### src/hdl/osc_packet_validator_defines.svh
// assertion macros for the osc packet validator
// each macro samples on the rising edge of clk and is disabled in reset
`ifndef OSC_PACKET_VALIDATOR_DEFINES_SVH
`define OSC_PACKET_VALIDATOR_DEFINES_SVH
`ifndef SYNTHESIS
// same-cycle implication
`define OPV_ASSERT(label, ante, cons) \
  label: assert property (@(posedge clk) disable iff (rst) (ante) |-> (cons)) \
    else $error("osc packet validator check failed");
// next-cycle implication
`define OPV_ASSERT_NXT(label, ante, cons) \
  label: assert property (@(posedge clk) disable iff (rst) (ante) |=> (cons)) \
    else $error("osc packet validator check failed");
`else
`define OPV_ASSERT(label, ante, cons)
`define OPV_ASSERT_NXT(label, ante, cons)
`endif
`endif

### src/hdl/opv_pkg.sv
package opv_pkg;

  // sizing
  localparam int MAX_DEPTH = 8;
  localparam int LEN_BITS  = 16;
  localparam int PAD       = 4;
  localparam int SP_BITS   = $clog2(MAX_DEPTH + 1);
  localparam int IDX_BITS  = (MAX_DEPTH > 1) ? $clog2(MAX_DEPTH) : 1;
  localparam int DEPTH_W   = 4;
  localparam int STATUS_W  = 4;

  // bundle header "#bundle" plus nul
  localparam int HDR_LEN      = 8;
  localparam int HM_BITS      = $clog2(HDR_LEN + 1);
  localparam int HDR_IDX_BITS = $clog2(HDR_LEN);
  localparam logic [7:0] BUNDLE_HDR [HDR_LEN] =
    '{8'h23, 8'h62, 8'h75, 8'h6E, 8'h64, 8'h6C, 8'h65, 8'h00};
  localparam int TIMETAG_END = 16;  // header plus 8-byte time tag
  localparam int SIZE_BYTES  = 4;

  // result queue
  localparam int FIFO_DEPTH = 4;
  localparam int PTR_BITS   = $clog2(FIFO_DEPTH);
  localparam int CNT_BITS   = $clog2(FIFO_DEPTH + 1);

  // result kinds
  localparam logic KIND_MSG    = 1'b0;
  localparam logic KIND_STATUS = 1'b1;

  // status codes
  localparam logic [STATUS_W-1:0] ST_OK          = 4'd0;
  localparam logic [STATUS_W-1:0] ST_BOUNDARY    = 4'd1;
  localparam logic [STATUS_W-1:0] ST_NONPRINT    = 4'd2;
  localparam logic [STATUS_W-1:0] ST_UNTERM      = 4'd3;
  localparam logic [STATUS_W-1:0] ST_BAD_PAD     = 4'd4;
  localparam logic [STATUS_W-1:0] ST_DEGENERATE  = 4'd5;
  localparam logic [STATUS_W-1:0] ST_SIZE_ALIGN  = 4'd6;
  localparam logic [STATUS_W-1:0] ST_PAST_PARENT = 4'd7;
  localparam logic [STATUS_W-1:0] ST_EXTRA       = 4'd8;
  localparam logic [STATUS_W-1:0] ST_TOO_LONG    = 4'd9;

  typedef struct packed {
    logic [7:0] data_byte;
    logic       last;
  } in_item_t;

  typedef struct packed {
    logic                kind;
    logic [STATUS_W-1:0] status;
    logic [LEN_BITS-1:0] address_start;
    logic [LEN_BITS-1:0] typetag_start;
    logic [LEN_BITS-1:0] contents_start;
    logic [LEN_BITS-1:0] contents_end;
    logic [DEPTH_W-1:0]  depth;
    logic                is_last;
  } out_item_t;

  // up to two results written into the queue in the same cycle
  typedef struct packed {
    logic [1:0] cnt;
    out_item_t  first;
    out_item_t  second;
  } push_t;

endpackage

### src/hdl/osc_packet_validator.sv
// osc packet validator
// in channel: one packet byte per item (data_byte, last), last flags the final
//   byte of a packet; valid/ready handshake
// out channel: one result per message found (kind 0, offsets and nesting depth)
//   and one end-of-packet status result (kind 1) on the last byte; a byte
//   that completes a message and is also last gives two results, is_last
//   marking the second
// a result is offered on out once its byte has left the input register and
//   been written into the result queue; a full queue holds the byte back
// throughput: one byte per cycle while the queue has room; each byte is parsed
//   in a single pass of compare logic between input register and result queue
// the result queue holds four results; a byte moves on only while two slots
//   are free, so when the receiver stalls in_ready drops once three results
//   are waiting and nothing is lost
// after an error the first status is kept and bytes are dropped until last
// reset (rst, synchronous, active high) empties both stages and returns the
//   parser to the start of a packet; no clearing pass is needed
`include "osc_packet_validator_defines.svh"

module osc_packet_validator
  import opv_pkg::*;
(
  input  logic      clk,
  input  logic      rst,
  input  logic      in_valid,
  output logic      in_ready,
  input  in_item_t  in_data,
  output logic      out_valid,
  input  logic      out_ready,
  output out_item_t out_data
);

  // parser phases, one-hot
  typedef enum logic [6:0] {
    PH_ADDR_STR = 7'b0000001,
    PH_ADDR_PAD = 7'b0000010,
    PH_TAG_STR  = 7'b0000100,
    PH_TAG_PAD  = 7'b0001000,
    PH_CONTENTS = 7'b0010000,
    PH_TIMETAG  = 7'b0100000,
    PH_SIZE     = 7'b1000000
  } phase_t;

  // outcome of one string byte
  typedef enum logic [1:0] {
    SB_STAY = 2'd0,
    SB_PAD  = 2'd1,
    SB_DONE = 2'd2,
    SB_FAIL = 2'd3
  } sb_t;

  localparam logic [LEN_BITS-1:0] LEN_MAX  = '1;
  localparam logic [LEN_BITS-1:0] PAD_MASK = LEN_BITS'(PAD - 1);

  // string byte: printable text, then nul padding to the pad boundary
  function automatic sb_t string_step(input logic [7:0] b,
                                      input logic [LEN_BITS-1:0] start,
                                      input logic [LEN_BITS-1:0] np,
                                      input logic in_pad);
    logic aligned;
    sb_t  res;
    aligned = (((np - start) & PAD_MASK) == '0);
    if (!in_pad) begin
      if (b == 8'h00) begin
        res = aligned ? SB_DONE : SB_PAD;
      end else if (b < 8'h20 || b > 8'h7E) begin
        res = SB_FAIL;
      end else begin
        res = SB_STAY;
      end
    end else if (b != 8'h00) begin
      res = SB_FAIL;
    end else begin
      res = aligned ? SB_DONE : SB_PAD;
    end
    return res;
  endfunction

  // checks made when an element (or the packet) ends
  function automatic logic [STATUS_W-1:0] close_code(input logic is_msg,
                                                     input phase_t ph,
                                                     input logic [LEN_BITS-1:0] pos,
                                                     input logic [LEN_BITS-1:0] aoff,
                                                     input logic [1:0] wb);
    logic [STATUS_W-1:0] st;
    st = ST_OK;
    if (is_msg) begin
      if (((pos - aoff) & PAD_MASK) != '0) begin
        st = ST_BOUNDARY;
      end else if (ph == PH_ADDR_STR || ph == PH_TAG_STR) begin
        st = ST_UNTERM;
      end else if (ph == PH_ADDR_PAD || ph == PH_TAG_PAD) begin
        st = ST_BAD_PAD;
      end
    end else begin
      if (ph == PH_TIMETAG) begin
        st = ST_DEGENERATE;
      end else if (ph == PH_SIZE && wb != 2'd0) begin
        st = ST_EXTRA;
      end
    end
    return st;
  endfunction

  // input register
  logic       stage_valid;
  logic [7:0] stage_byte;
  logic       stage_last;
  logic       room;
  logic       advance;

  // parser state
  logic [LEN_BITS-1:0] position, position_next;
  phase_t              phase, phase_next;
  logic [HM_BITS-1:0]  header_match, header_match_next;
  logic [LEN_BITS-1:0] end_stack [MAX_DEPTH];
  logic [SP_BITS-1:0]  sp, sp_next;
  logic [31:0]         size_accum, size_accum_next;
  logic [1:0]          word_bytes, word_bytes_next;
  logic [LEN_BITS-1:0] address_offset, address_offset_next;
  logic [LEN_BITS-1:0] typetag_offset, typetag_offset_next;
  logic [STATUS_W-1:0] error_code, error_code_next;
  logic                top_is_message, top_is_message_next;

  // per-byte work
  logic [LEN_BITS-1:0] np;
  logic [LEN_BITS-1:0] k;
  logic [SP_BITS-1:0]  sp_dec;
  logic [LEN_BITS-1:0] top;
  logic [SP_BITS-1:0]  keep_cnt;
  logic                hdr_hit;
  sb_t                 sb;
  logic [31:0]         size_word;
  logic [32:0]         elem_end;
  logic                stack_push;
  logic [STATUS_W-1:0] close_st;
  logic [STATUS_W-1:0] final_st;
  logic                emit_msg;
  push_t               push;
  out_item_t           msg_item;
  out_item_t           status_item;

  // byte moves to the parser only with room for two results
  assign advance  = stage_valid && room;
  assign in_ready = !stage_valid || room;

  always_ff @(posedge clk) begin
    if (rst) begin
      stage_valid <= 1'b0;
    end else if (in_valid && in_ready) begin
      stage_valid <= 1'b1;
    end else if (advance) begin
      stage_valid <= 1'b0;
    end
  end

  always_ff @(posedge clk) begin
    if (in_valid && in_ready) begin
      stage_byte <= in_data.data_byte;
      stage_last <= in_data.last;
    end
  end

  // innermost open element and how many open elements survive a close
  assign sp_dec = sp - 1'b1;
  assign top    = end_stack[sp_dec[IDX_BITS-1:0]];
  assign np     = position + 1'b1;
  assign k      = position - address_offset;

  always_comb begin
    keep_cnt = '0;
    for (int i = 0; i < MAX_DEPTH; i++) begin
      // nested ends never exceed their parents, so equal ends sit on top
      if (SP_BITS'(i) < sp && end_stack[i] != np) begin
        keep_cnt = keep_cnt + 1'b1;
      end
    end
  end

  always_comb begin
    position_next       = position;
    phase_next          = phase;
    header_match_next   = header_match;
    sp_next             = sp;
    size_accum_next     = size_accum;
    word_bytes_next     = word_bytes;
    address_offset_next = address_offset;
    typetag_offset_next = typetag_offset;
    error_code_next     = error_code;
    top_is_message_next = top_is_message;
    hdr_hit             = 1'b0;
    sb                  = SB_STAY;
    size_word           = {size_accum[23:0], stage_byte};
    elem_end            = 33'(np) + 33'(size_word);
    stack_push          = 1'b0;
    close_st            = ST_OK;
    final_st            = ST_OK;
    emit_msg            = 1'b0;

    if (error_code == ST_OK) begin
      if (position == LEN_MAX) begin
        error_code_next = ST_TOO_LONG;
      end else begin
        case (phase)
          PH_ADDR_STR, PH_ADDR_PAD: begin
            hdr_hit = (k < LEN_BITS'(HDR_LEN)) && (header_match == k[HM_BITS-1:0]) &&
                      (stage_byte == BUNDLE_HDR[k[HDR_IDX_BITS-1:0]]);
            if (hdr_hit && header_match == HM_BITS'(HDR_LEN - 1)) begin
              // full bundle header: on to the time tag
              header_match_next   = HM_BITS'(HDR_LEN);
              phase_next          = PH_TIMETAG;
              top_is_message_next = 1'b0;
            end else begin
              if (hdr_hit) begin
                header_match_next = header_match + 1'b1;
              end
              sb = string_step(stage_byte, address_offset, np, phase == PH_ADDR_PAD);
              case (sb)
                SB_PAD:  phase_next = PH_ADDR_PAD;
                SB_DONE: begin
                  typetag_offset_next = np;
                  phase_next          = PH_TAG_STR;
                end
                SB_FAIL: error_code_next = (phase == PH_ADDR_PAD) ? ST_BAD_PAD : ST_NONPRINT;
                default: ;
              endcase
            end
          end
          PH_TAG_STR, PH_TAG_PAD: begin
            sb = string_step(stage_byte, typetag_offset, np, phase == PH_TAG_PAD);
            case (sb)
              SB_PAD:  phase_next = PH_TAG_PAD;
              SB_DONE: begin
                phase_next = PH_CONTENTS;
                emit_msg   = 1'b1;
              end
              SB_FAIL: error_code_next = (phase == PH_TAG_PAD) ? ST_BAD_PAD : ST_NONPRINT;
              default: ;
            endcase
          end
          PH_TIMETAG: begin
            if ((np - address_offset) >= LEN_BITS'(TIMETAG_END)) begin
              phase_next      = PH_SIZE;
              word_bytes_next = 2'd0;
              size_accum_next = '0;
            end
          end
          PH_SIZE: begin
            size_accum_next = size_word;
            if (word_bytes != 2'(SIZE_BYTES - 1)) begin
              word_bytes_next = word_bytes + 1'b1;
            end else begin
              // size word complete: check it and open the child element
              word_bytes_next = 2'd0;
              if (size_word[1:0] != 2'd0) begin
                error_code_next = ST_SIZE_ALIGN;
              end else if (size_word == '0 || size_word[31]) begin
                error_code_next = ST_BOUNDARY;
              end else if (sp != '0 && elem_end > 33'(top)) begin
                error_code_next = ST_PAST_PARENT;
              end else if (elem_end > 33'(LEN_MAX) || sp >= SP_BITS'(MAX_DEPTH)) begin
                error_code_next = ST_TOO_LONG;
              end else begin
                stack_push          = 1'b1;
                sp_next             = sp + 1'b1;
                address_offset_next = np;
                header_match_next   = '0;
                phase_next          = PH_ADDR_STR;
                top_is_message_next = 1'b1;
              end
            end
          end
          default: ;
        endcase

        position_next = np;

        // element end reached: check the innermost, then pop every element
        // that ends here (a fresh child always ends later)
        if (error_code_next == ST_OK && !stack_push && sp != '0 && top == np) begin
          close_st = close_code(top_is_message_next, phase_next, np,
                                address_offset_next, word_bytes_next);
          if (close_st != ST_OK) begin
            error_code_next = close_st;
          end else begin
            sp_next             = keep_cnt;
            phase_next          = PH_SIZE;
            word_bytes_next     = 2'd0;
            size_accum_next     = '0;
            top_is_message_next = 1'b0;
          end
        end
      end
    end

    if (stage_last) begin
      final_st = error_code_next;
      if (final_st == ST_OK) begin
        if (sp_next != '0) begin
          final_st = ST_PAST_PARENT;
        end else begin
          final_st = close_code(top_is_message_next, phase_next, position_next,
                                address_offset_next, word_bytes_next);
        end
      end
      // back to the start of a packet
      position_next       = '0;
      phase_next          = PH_ADDR_STR;
      header_match_next   = '0;
      sp_next             = '0;
      size_accum_next     = '0;
      word_bytes_next     = 2'd0;
      address_offset_next = '0;
      typetag_offset_next = '0;
      error_code_next     = ST_OK;
      top_is_message_next = 1'b1;
    end
  end

  // result items
  always_comb begin
    msg_item                = '0;
    msg_item.kind           = KIND_MSG;
    msg_item.status         = ST_OK;
    msg_item.address_start  = address_offset;
    msg_item.typetag_start  = typetag_offset;
    msg_item.contents_start = np;
    msg_item.contents_end   = (sp != '0) ? top : '0;
    msg_item.depth          = DEPTH_W'(sp);
    msg_item.is_last        = !stage_last;

    status_item         = '0;
    status_item.kind    = KIND_STATUS;
    status_item.status  = final_st;
    status_item.is_last = 1'b1;

    push.cnt    = advance ? (2'(emit_msg) + 2'(stage_last)) : 2'd0;
    push.first  = emit_msg ? msg_item : status_item;
    push.second = status_item;
  end

  always_ff @(posedge clk) begin
    if (rst) begin
      position       <= '0;
      phase          <= PH_ADDR_STR;
      header_match   <= '0;
      sp             <= '0;
      size_accum     <= '0;
      word_bytes     <= 2'd0;
      address_offset <= '0;
      typetag_offset <= '0;
      error_code     <= ST_OK;
      top_is_message <= 1'b1;
    end else if (advance) begin
      position       <= position_next;
      phase          <= phase_next;
      header_match   <= header_match_next;
      sp             <= sp_next;
      size_accum     <= size_accum_next;
      word_bytes     <= word_bytes_next;
      address_offset <= address_offset_next;
      typetag_offset <= typetag_offset_next;
      error_code     <= error_code_next;
      top_is_message <= top_is_message_next;
    end
  end

  // end offset stack, entries valid below sp only
  always_ff @(posedge clk) begin
    if (advance && stack_push) begin
      end_stack[sp[IDX_BITS-1:0]] <= elem_end[LEN_BITS-1:0];
    end
  end

  opv_result_fifo u_result_fifo (
    .clk       (clk),
    .rst       (rst),
    .push      (push),
    .room      (room),
    .out_valid (out_valid),
    .out_ready (out_ready),
    .out_data  (out_data)
  );

  // a packet's last byte leaves the parser at the start of a fresh packet
  `OPV_ASSERT_NXT(a_packet_restart, advance && stage_last, position == '0 && sp == '0 && error_code == ST_OK)
  // no message is reported once an error is latched
  `OPV_ASSERT(a_msg_clean, advance && emit_msg, error_code == ST_OK)
  // a latched error holds until the packet ends
  `OPV_ASSERT_NXT(a_error_holds, error_code != ST_OK && !(advance && stage_last), error_code == $past(error_code))

endmodule

### src/hdl/opv_result_fifo.sv
module opv_result_fifo
  import opv_pkg::*;
(
  input  logic      clk,
  input  logic      rst,
  input  push_t     push,
  output logic      room,
  output logic      out_valid,
  input  logic      out_ready,
  output out_item_t out_data
);

  out_item_t           mem [FIFO_DEPTH];
  logic [PTR_BITS-1:0] head;
  logic [PTR_BITS-1:0] tail;
  logic [CNT_BITS-1:0] count;
  logic                pop;
  logic [PTR_BITS-1:0] tail_plus;

  assign pop       = out_valid && out_ready;
  assign tail_plus = tail + 1'b1;
  assign out_valid = (count != '0);
  assign out_data  = mem[head];
  // space for two results, counted without this cycle's pop
  assign room      = (count <= CNT_BITS'(FIFO_DEPTH - 2));

  always_ff @(posedge clk) begin
    for (int i = 0; i < FIFO_DEPTH; i++) begin
      if (push.cnt != 2'd0 && PTR_BITS'(i) == tail) begin
        mem[i] <= push.first;
      end else if (push.cnt == 2'd2 && PTR_BITS'(i) == tail_plus) begin
        mem[i] <= push.second;
      end
    end
  end

  always_ff @(posedge clk) begin
    if (rst) begin
      head  <= '0;
      tail  <= '0;
      count <= '0;
    end else begin
      tail  <= tail + PTR_BITS'(push.cnt);
      head  <= head + PTR_BITS'(pop);
      count <= count + CNT_BITS'(push.cnt) - CNT_BITS'(pop);
    end
  end

endmodule
### config.mk
export PLATFORM = sky130hd
export DESIGN_NAME = osc_packet_validator
export DESIGN_NICKNAME = d
export VERILOG_FILES = /design/src/hdl/opv_pkg.sv /design/src/hdl/osc_packet_validator.sv /design/src/hdl/opv_result_fifo.sv
export VERILOG_INCLUDE_DIRS = /design/src /design/src/hdl
export SDC_FILE = /design/constraint.sdc
export NUM_CORES = 1
export LEC_CHECK = 0
export ABC_AREA = 1
export BUFFER_PORTS_ARGS = -buffer_cell sky130_fd_sc_hd__buf_2
export CELL_PAD_IN_SITES_DETAIL_PLACEMENT = 1
export CELL_PAD_IN_SITES_GLOBAL_PLACEMENT = 1
export CORE_UTILIZATION = 48
export DETAILED_ROUTE_END_ITERATION = 6
export GPL_TIMING_DRIVEN = 0
export PLACE_DENSITY = 0.84
export SYNTH_ARGS = -nofsm -noshare
export SYNTH_HDL_FRONTEND = slang
export SYNTH_SLANG_ARGS = --single-unit
export TNS_END_PERCENT = 1
### constraint.sdc
create_clock -name clk -period 10.8 [get_ports clk]
set_input_delay 2.16 -clock clk [delete_from_list [all_inputs] [get_ports clk]]
set_output_delay 2.16 -clock clk [all_outputs]
set_load 0.05 [all_outputs]
==> summary.md, run 1 <==
| Metric | Value |
|---|---|
| Status | complete, no violations |
| # Post-CTS Setup Buffers | 0 |
| Dpl ws | 0.922 ns |
| Cells after DPL | 4993 |
| Fillers | 8019 |
| Die Ht | 258 µm |
| Most used cell, CP | nand2_1 |
| Final #Nets | 4299 |
| Multi-input gate area | 0.0147 mm² |
| CTS Sinks | 535 |
| Initial DRT Pass Iterations | 6 |
| EDFF count, synth | 363 |
| Setup Viol. Count Final | 0 |
| Die extent in x | 258 µm |
| Clock share of power | 0.309 |
| CTS root buffer | clkbuf_16 |
| Clk slew on worst S/H paths | 0.06 ns |
| Routed Antenna Nets | 0 |
| Sw Pwr | 2.49 mW |
| Crit Path Category | register to register |
| Worst hold-check path type | register to register |
| Startpoint types | register |
| Leakage | 14.6 nW |
| Routed length per placed instance | 24.3 µm |
| GP Congestion | 0.984 |
| Residual DRC | 0 |
| Largest net degree at the start of global routing | 25 |
| Max clock buf depth | 3 |
| P&R area growth vs syn | 12.1% |
| CTS tree | built |
| Synth unique cells | 61 |
| Crit-path max FO | 10 |
| Storage cell area | 0.0143 mm² |
| Synthesized area | 0.0314 mm² |
| Warning count from the yosys run | 0 |
| Share of post-route cells with drive strength above 1 | 0.0718 |
| # rows | 93 |
| Crit path DAT | 10.64 ns |
| FMAX | 0.0970 GHz |
| Total congestion overflow | 0 |
| Min Clock Period, post-route | 10.31 ns |
| Initial core utilization | 0.487 |
| R2R depth | 30 |
| Mapped Nets | 4135 |
| Internal | 3.91 mW |
| CP required | 11.13 ns |
| Mapped Avg Cell Area | 7.78 µm² |
| RR Endpoint | end_stack[2][0] |
| Cts hold-fix bufs | 0 |
| DRT iter0 DRCs | 2788 |
| Core Area | 0.0645 mm² |
| PostCTS Resize Cnt | 0 |
| Seq cells post-synth | 535 |
| Sw Share | 0.389 |
| Vias in the first global route | 31400 |
| Routed wire length | 124 mm |
| WHS | 0.466 ns |
| Clk Latency, worst-skew pair | 0.64 ns |
| Final Hold Vio Count | 0 |
| Ys async rst share | 0 |
| Worst Tran Pin Value | 1.29 ns |
| Routed vias/inst | 6.01 |
| Prevailing post-synth register cell | edfxtp_1 |
| Max Cap Violations | 0 |
| Reg2reg setup slack | 0.49 ns |
| Hold depth | 2 |
| First-pass GRT wire length | 187 mm |
| Hold_sp | address_offset[4] |
| Post-Layout Cell Count | 5102 |
| Antenna violations before repair | 2 |
| Worst setup EP type | register |
| Max incr delay on CP | 0.97 ns |
| Final WS setup | 0.493 ns |
| Total CTS buffers | 57 |
| Sequential fraction of the synthesis area | 0.457 |
| Peak VDD IR | 0.127 mV |
| PortBufs | 87 |
| R2R Path Start | position[0] |
| Post-DP HPWL | 92.4 mm |
| CTS H-tree depth | 2 |
| GRT Util Overall | 0.368 |
| Fin crit share | 0.954 |
| RSZ-0062 raised after global routing | false |
| Hold EP | address_offset[4] |
| CP startpoint | position[0] |
| Slew headroom | 0.140 |
| Mapped Cells | 4033 |
| Combinational share of power | 0.320 |
| Reg power frac | 0.371 |
| CP max-delay cell | clkbuf_1 |
| Vias post-DR | 30600 |
| Ports | 89 |
| Cell Pwr Density | 182 mW/mm² |
| Slew Limit Fails | 0 |
| Setup Skew | 0.0230 ns |
| Die Area | 0.0664 mm² |
[through the flow]
step,setup TNS [ns],utilization,total power [mW],instance area (µm²)
2_1_floorplan,0,-,3.76,31400
3_3_place_gp,-1018.18,0.510,4.33,32900
3_5_place_dp,0,0.517,4.41,33300
4_1_cts,0,0.545,6.37,35200
5_1_grt,0,0.545,6.61,35200
6_report,0,0.545,6.40,35200
[cell usage in the layout, fill, tap and decap left out, types with 11 or more instances in the layout]
| master | n |
|---|---|
| a211oi_1 | 58 |
| a21oi_1 | 228 |
| buf_1 | 16 |
| buf_2 | 104 |
| clkbuf_1 | 171 |
| clkbuf_16 | 58 |
| clkbuf_8 | 11 |
| clkinv_1 | 12 |
| clkinv_2 | 11 |
| dfxtp_1 | 172 |
| edfxtp_1 | 363 |
| ha_1 | 85 |
| inv_1 | 416 |
| inv_2 | 17 |
| nand2_1 | 816 |
| nand2_2 | 13 |
| nand3_1 | 196 |
| nand3b_1 | 12 |
| nand4_1 | 48 |
| nor2_1 | 657 |
| nor2_2 | 14 |
| nor3_1 | 35 |
| nor4_1 | 24 |
| o211ai_1 | 51 |
| o21ai_0 | 297 |
| o22ai_1 | 74 |
| or2_2 | 14 |
| xnor2_1 | 46 |
| xor2_1 | 98 |
[metal layers]
metal / wire, µm / GRT usage / part of all wire
met1: 48400 / 0.454 / 0.39
met2: 58200 / 0.608 / 0.47
met3: 9790 / 0.0650 / 0.079
met4: 7560 / 0.212 / 0.061
met5: 17 / 0 / 0.00014
[power groups by stage]
stage	registers (mW)	logic, mW	clock network (mW)
6_report	2.37	2.05	1.98
5_1_grt	2.38	2.18	2.05
4_1_cts	2.37	2.02	1.98
3_5_place_dp	2.41	2.00	0
3_3_place_gp	2.42	1.91	0
2_1_floorplan	2.39	1.37	0
[logic make-up (layout without fill, tap and decap cells)]
family | Yosys count | after routing | synth area share
other cells | 0 | 1 | 0
fa+ha+maj | 89 | 89 | 0.0365
simple gates | 1862 | 1862 | 0.247
compound gates | 766 | 766 | 0.139
flops | 535 | 535 | 0.457
buf+inv | 633 | 846 | 0.0775
xor+xnor | 148 | 148 | 0.0426
[critical path: cells and delay by family, from the launching register on]
family	cells	cell delay, ns
AND/OR/NAND/NOR	20	4.89
buffers and inverters	5	2.23
adder cells (fa/ha/maj)	2	0.91
XOR/XNOR	1	0.91
flip-flops	1	0.54
AO/OA/AOI/OAI	2	0.49
[sequential cells by signal (all words and copies together) (netlist names)]
signal               flops
address_offset          16
end_stack              128
error_code               4
header_match             4
phase                    7
position                16
size_accum              24
sp                       4
stage_byte               8
stage_last               1
stage_valid              1
top_is_message           1
typetag_offset          16
u_result_fifo.count      3
u_result_fifo.head       2
u_result_fifo.mem      296
u_result_fifo.tail       2
word_bytes               2
[worst max path at each step]
stage	end	depth (start not counted)
after floorplan	u_result_fifo.mem[0][0]	18
after global placement	u_result_fifo.mem[0][56]	18
after detailed placement	end_stack[4][6]	30
after CTS	end_stack[4][7]	30
after global routing	end_stack[4][7]	30
final	end_stack[2][0]	30
[area by class of cell]
type	instances	area share
diodes	1	0.0000712
plain buffers	189	0.0217
clock buffers	92	0.0480
clock inverters	16	0.00448
inverters	444	0.0474
multi-input cells	2865	0.418
flip-flops and latches	535	0.408
well taps	855	0.0304
repair buffers	105	0.0221
[synth_stat cells, types with 8 or more instances]
master / instances / area share
nand3_1: 196 / 0.031
dfxtp_1: 172 / 0.11
nand4_1: 48 / 0.0096
edfxtp_1: 363 / 0.35
inv_1: 416 / 0.050
nor4_1: 25 / 0.0050
nand2_1: 816 / 0.098
nor3_1: 41 / 0.0065
xor2_1: 99 / 0.028
a21oi_1: 229 / 0.037
nand3b_1: 12 / 0.0029
a211oi_1: 58 / 0.014
nand2_2: 13 / 0.0026
nor2_1: 659 / 0.079
or2_2: 14 / 0.0028
clkbuf_1: 148 / 0.018
nor2_2: 12 / 0.0024
o21ai_0: 300 / 0.048
clkinv_1: 11 / 0.0013
o22ai_1: 74 / 0.015
o211ai_1: 51 / 0.012
inv_2: 17 / 0.0020
nor2_4: 8 / 0.0029
xnor2_1: 46 / 0.013
ha_1: 85 / 0.034
buf_2: 17 / 0.0027
buf_1: 16 / 0.0019
Power figures use the tool's default switching activity.
==> inputs of run 2 (changes only) <==
--- a/config.mk
+++ b/config.mk
@@ -14,6 +14,7 @@
 export DETAILED_ROUTE_END_ITERATION = 6
 export GPL_TIMING_DRIVEN = 0
 export PLACE_DENSITY = 0.84
+export REMOVE_ABC_BUFFERS = 1
 export SYNTH_ARGS = -nofsm -noshare
 export SYNTH_HDL_FRONTEND = slang
 export SYNTH_SLANG_ARGS = --single-unit
==> run 2 against run 1 <==
Compared with the run above: clock-buffer cell count down 15; via count down 5.1%; non-clock buffer count down 171; core utilization down 0.36 points; sequential share of layout area up 0.30 points; critical endpoint is now end_stack[4][2].
==> summary.md, run 2 (synthesis gave the netlist of run 1 again) <==
| Metric | Value |
|---|---|
| Setup Viol. Count Final | 0 |
| Vias in the first global route | 30000 |
| Peak VDD IR | 0.138 mV |
| Share of post-route cells with drive strength above 1 | 0.0802 |
| Max Cap Violations | 0 |
| Routed length per placed instance | 22.6 µm |
| Post-DP HPWL | 76.8 mm |
| Most flops, register | u_result_fifo.mem |
| Die Area | 0.0664 mm² |
| GRT Util Overall | 0.331 |
| Routed vias/inst | 5.90 |
| Initial DRT Pass Iterations | 5 |
| RSZ-0062 raised after global routing | false |
| Hold EP | address_offset[4] |
| Slew Limit Fails | 0 |
| Commonest non-fill, non-tap cell in the layout | nand2_1 |
| Status | complete, no violations |
| First-pass GRT wire length | 171 mm |
| P&R area growth vs syn | 11.3% |
| Most used cell, CP | nand2_1 |
| Cell Pwr Density | 186 mW/mm² |
| Worst hold-check path type | register to register |
| Final setup TNS | 0 ns |
| PortBufs | 88 |
| Hold_sp | address_offset[4] |
| Max incr delay on CP | 0.99 ns |
| Commonest cells after routing, fill and taps aside | 816 x nand2_1, 652 x nor2_1, 411 x inv_1 |
| Fillers | 7907 |
| # rows | 93 |
| RR Endpoint | end_stack[4][2] |
| Startpoint types | register |
| Worst Tran Pin Value | 1.43 ns |
| CTS H-tree depth | 2 |
| FMAX | 0.0952 GHz |
| Final core occ | 0.542 |
| Final Hold Vio Count | 0 |
| DRT iter0 DRCs | 2456 |
| Die Ht | 258 µm |
| Antenna Cells | 0 |
| Final #Nets | 4130 |
| Clk slew on worst S/H paths | 0.06 ns |
| Total congestion overflow | 0 |
| Hold depth | 2 |
| Reg2reg setup slack | 0.30 ns |
| Crit path DAT | 10.84 ns |
| Antenna violations before repair | 3 |
| CP max-delay cell | xor2_1 |
| Max FFs per register | 296 |
| Clk Latency, worst-skew pair | 0.65 ns |
| CTS Sinks | 535 |
| Worst setup EP type | register |
| Min Clock Period, post-route | 10.50 ns |
| Die extent in x | 258 µm |
| Total CTS buffers | 59 |
| Initial core utilization | 0.487 |
| Leakage | 14.5 nW |
| Ports | 89 |
| R2R depth | 33 |
| Largest net degree at the start of global routing | 100 |
| Routed Antenna Nets | 0 |
| Residual DRC | 0 |
| Core Area | 0.0645 mm² |
| Top Family by Delay on Critical Path | simple AND/OR/NAND/NOR gates |
| R2R Path Start | position[0] |
| CTS root buffer | clkbuf_16 |
| Vias post-DR | 29100 |
| GP Congestion | 0.937 |
| Setup Skew | 0.0155 ns |
| Max clock buf depth | 3 |
| WHS | 0.473 ns |
| Fin crit share | 0.973 |
| Crit Path Category | register to register |
| CTS tree | built |
| CP required | 11.14 ns |
| Routed wire length | 111 mm |
| Crit-path max FO | 20 |
| Worst path buffer plus inverter count | 4 |
| Slew headroom | 0.0454 |
| # Post-CTS Setup Buffers | 0 |
run 2: cell types whose count changed in the layout (fill, tap and decap cells not counted), sizes merged:
cell / delta
buf: -23
bufinv: +6
clkbuf: -163
clkinv: +7
diode: -1
inv: +5
run 2: worst reg2reg max path: cells and delay by family, from the launching register on:
kind,cells,cell delay [ns]
AO/OA/AOI/OAI,2,0.47
adder cells (fa/ha/maj),3,1.23
XOR/XNOR,1,0.99
flip-flops,1,0.88
AND/OR/NAND/NOR,23,5.40
buffers and inverters,4,1.21
run 2: report_power, final:
group          internal, mW  switching, mW  total (mW)
combinational         0.481           1.43        1.91
clock                  1.26          0.908        2.17
sequential             2.31          0.106        2.41
run 2: through the flow:
step	total power, mW	cell area (µm²)	std cells	setup WS (ns)
after floorplan	3.73	30600	3844	1.46
after global placement	4.25	32100	4787	-5.56
after detailed placement	4.32	32900	4821	0.384
after CTS	6.48	34900	4932	0.245
after global routing	6.72	34900	4933	0.0479
final	6.49	34900	4933	0.296
run 2: final cells by class:
| type | instances | area [µm²] | share of cell area |
|---|---|---|---|
| Sequential cell | 535 | 14400 | 0.411 |
| Inverter | 444 | 1680 | 0.0480 |
| Clock inverter | 34 | 419 | 0.0120 |
| Multi-Input combinational cell | 2865 | 14700 | 0.421 |
| Clock buffer | 77 | 1620 | 0.0465 |
| Timing Repair Buffer | 123 | 1070 | 0.0306 |
| Tap cell | 855 | 1070 | 0.0306 |
run 2: layer usage:
metal / up-vias / part of all wire / GRT usage
met5: - / 0.00022 / 0
met2: 1062 / 0.48 / 0.569
met1: 14300 / 0.41 / 0.416
met3: 291 / 0.065 / 0.0491
met4: 4 / 0.041 / 0.135
li1: 13400 / - / -
run 2: worst max-delay path by stage:
stage	start	end	slack, ns	cells past startpoint
detailed placement	position[0]	end_stack[4][3]	0.38	33
floorplan	position[0]	u_result_fifo.mem[0][0]	1.46	17
global route	position[0]	u_result_fifo.mem[2][70]	0.05	41
CTS	position[0]	end_stack[4][2]	0.25	33
finish	position[0]	end_stack[4][2]	0.30	33
global placement	position[0]	u_result_fifo.mem[0][66]	-5.56	16
run 2: what timing repair did:
item | in CTS | in global routing
setup endpoints to repair | 0 | 119
gates resized for setup | 0 | 1
hold endpoints to repair | 0 | 0
hold buffers | 0 | 0
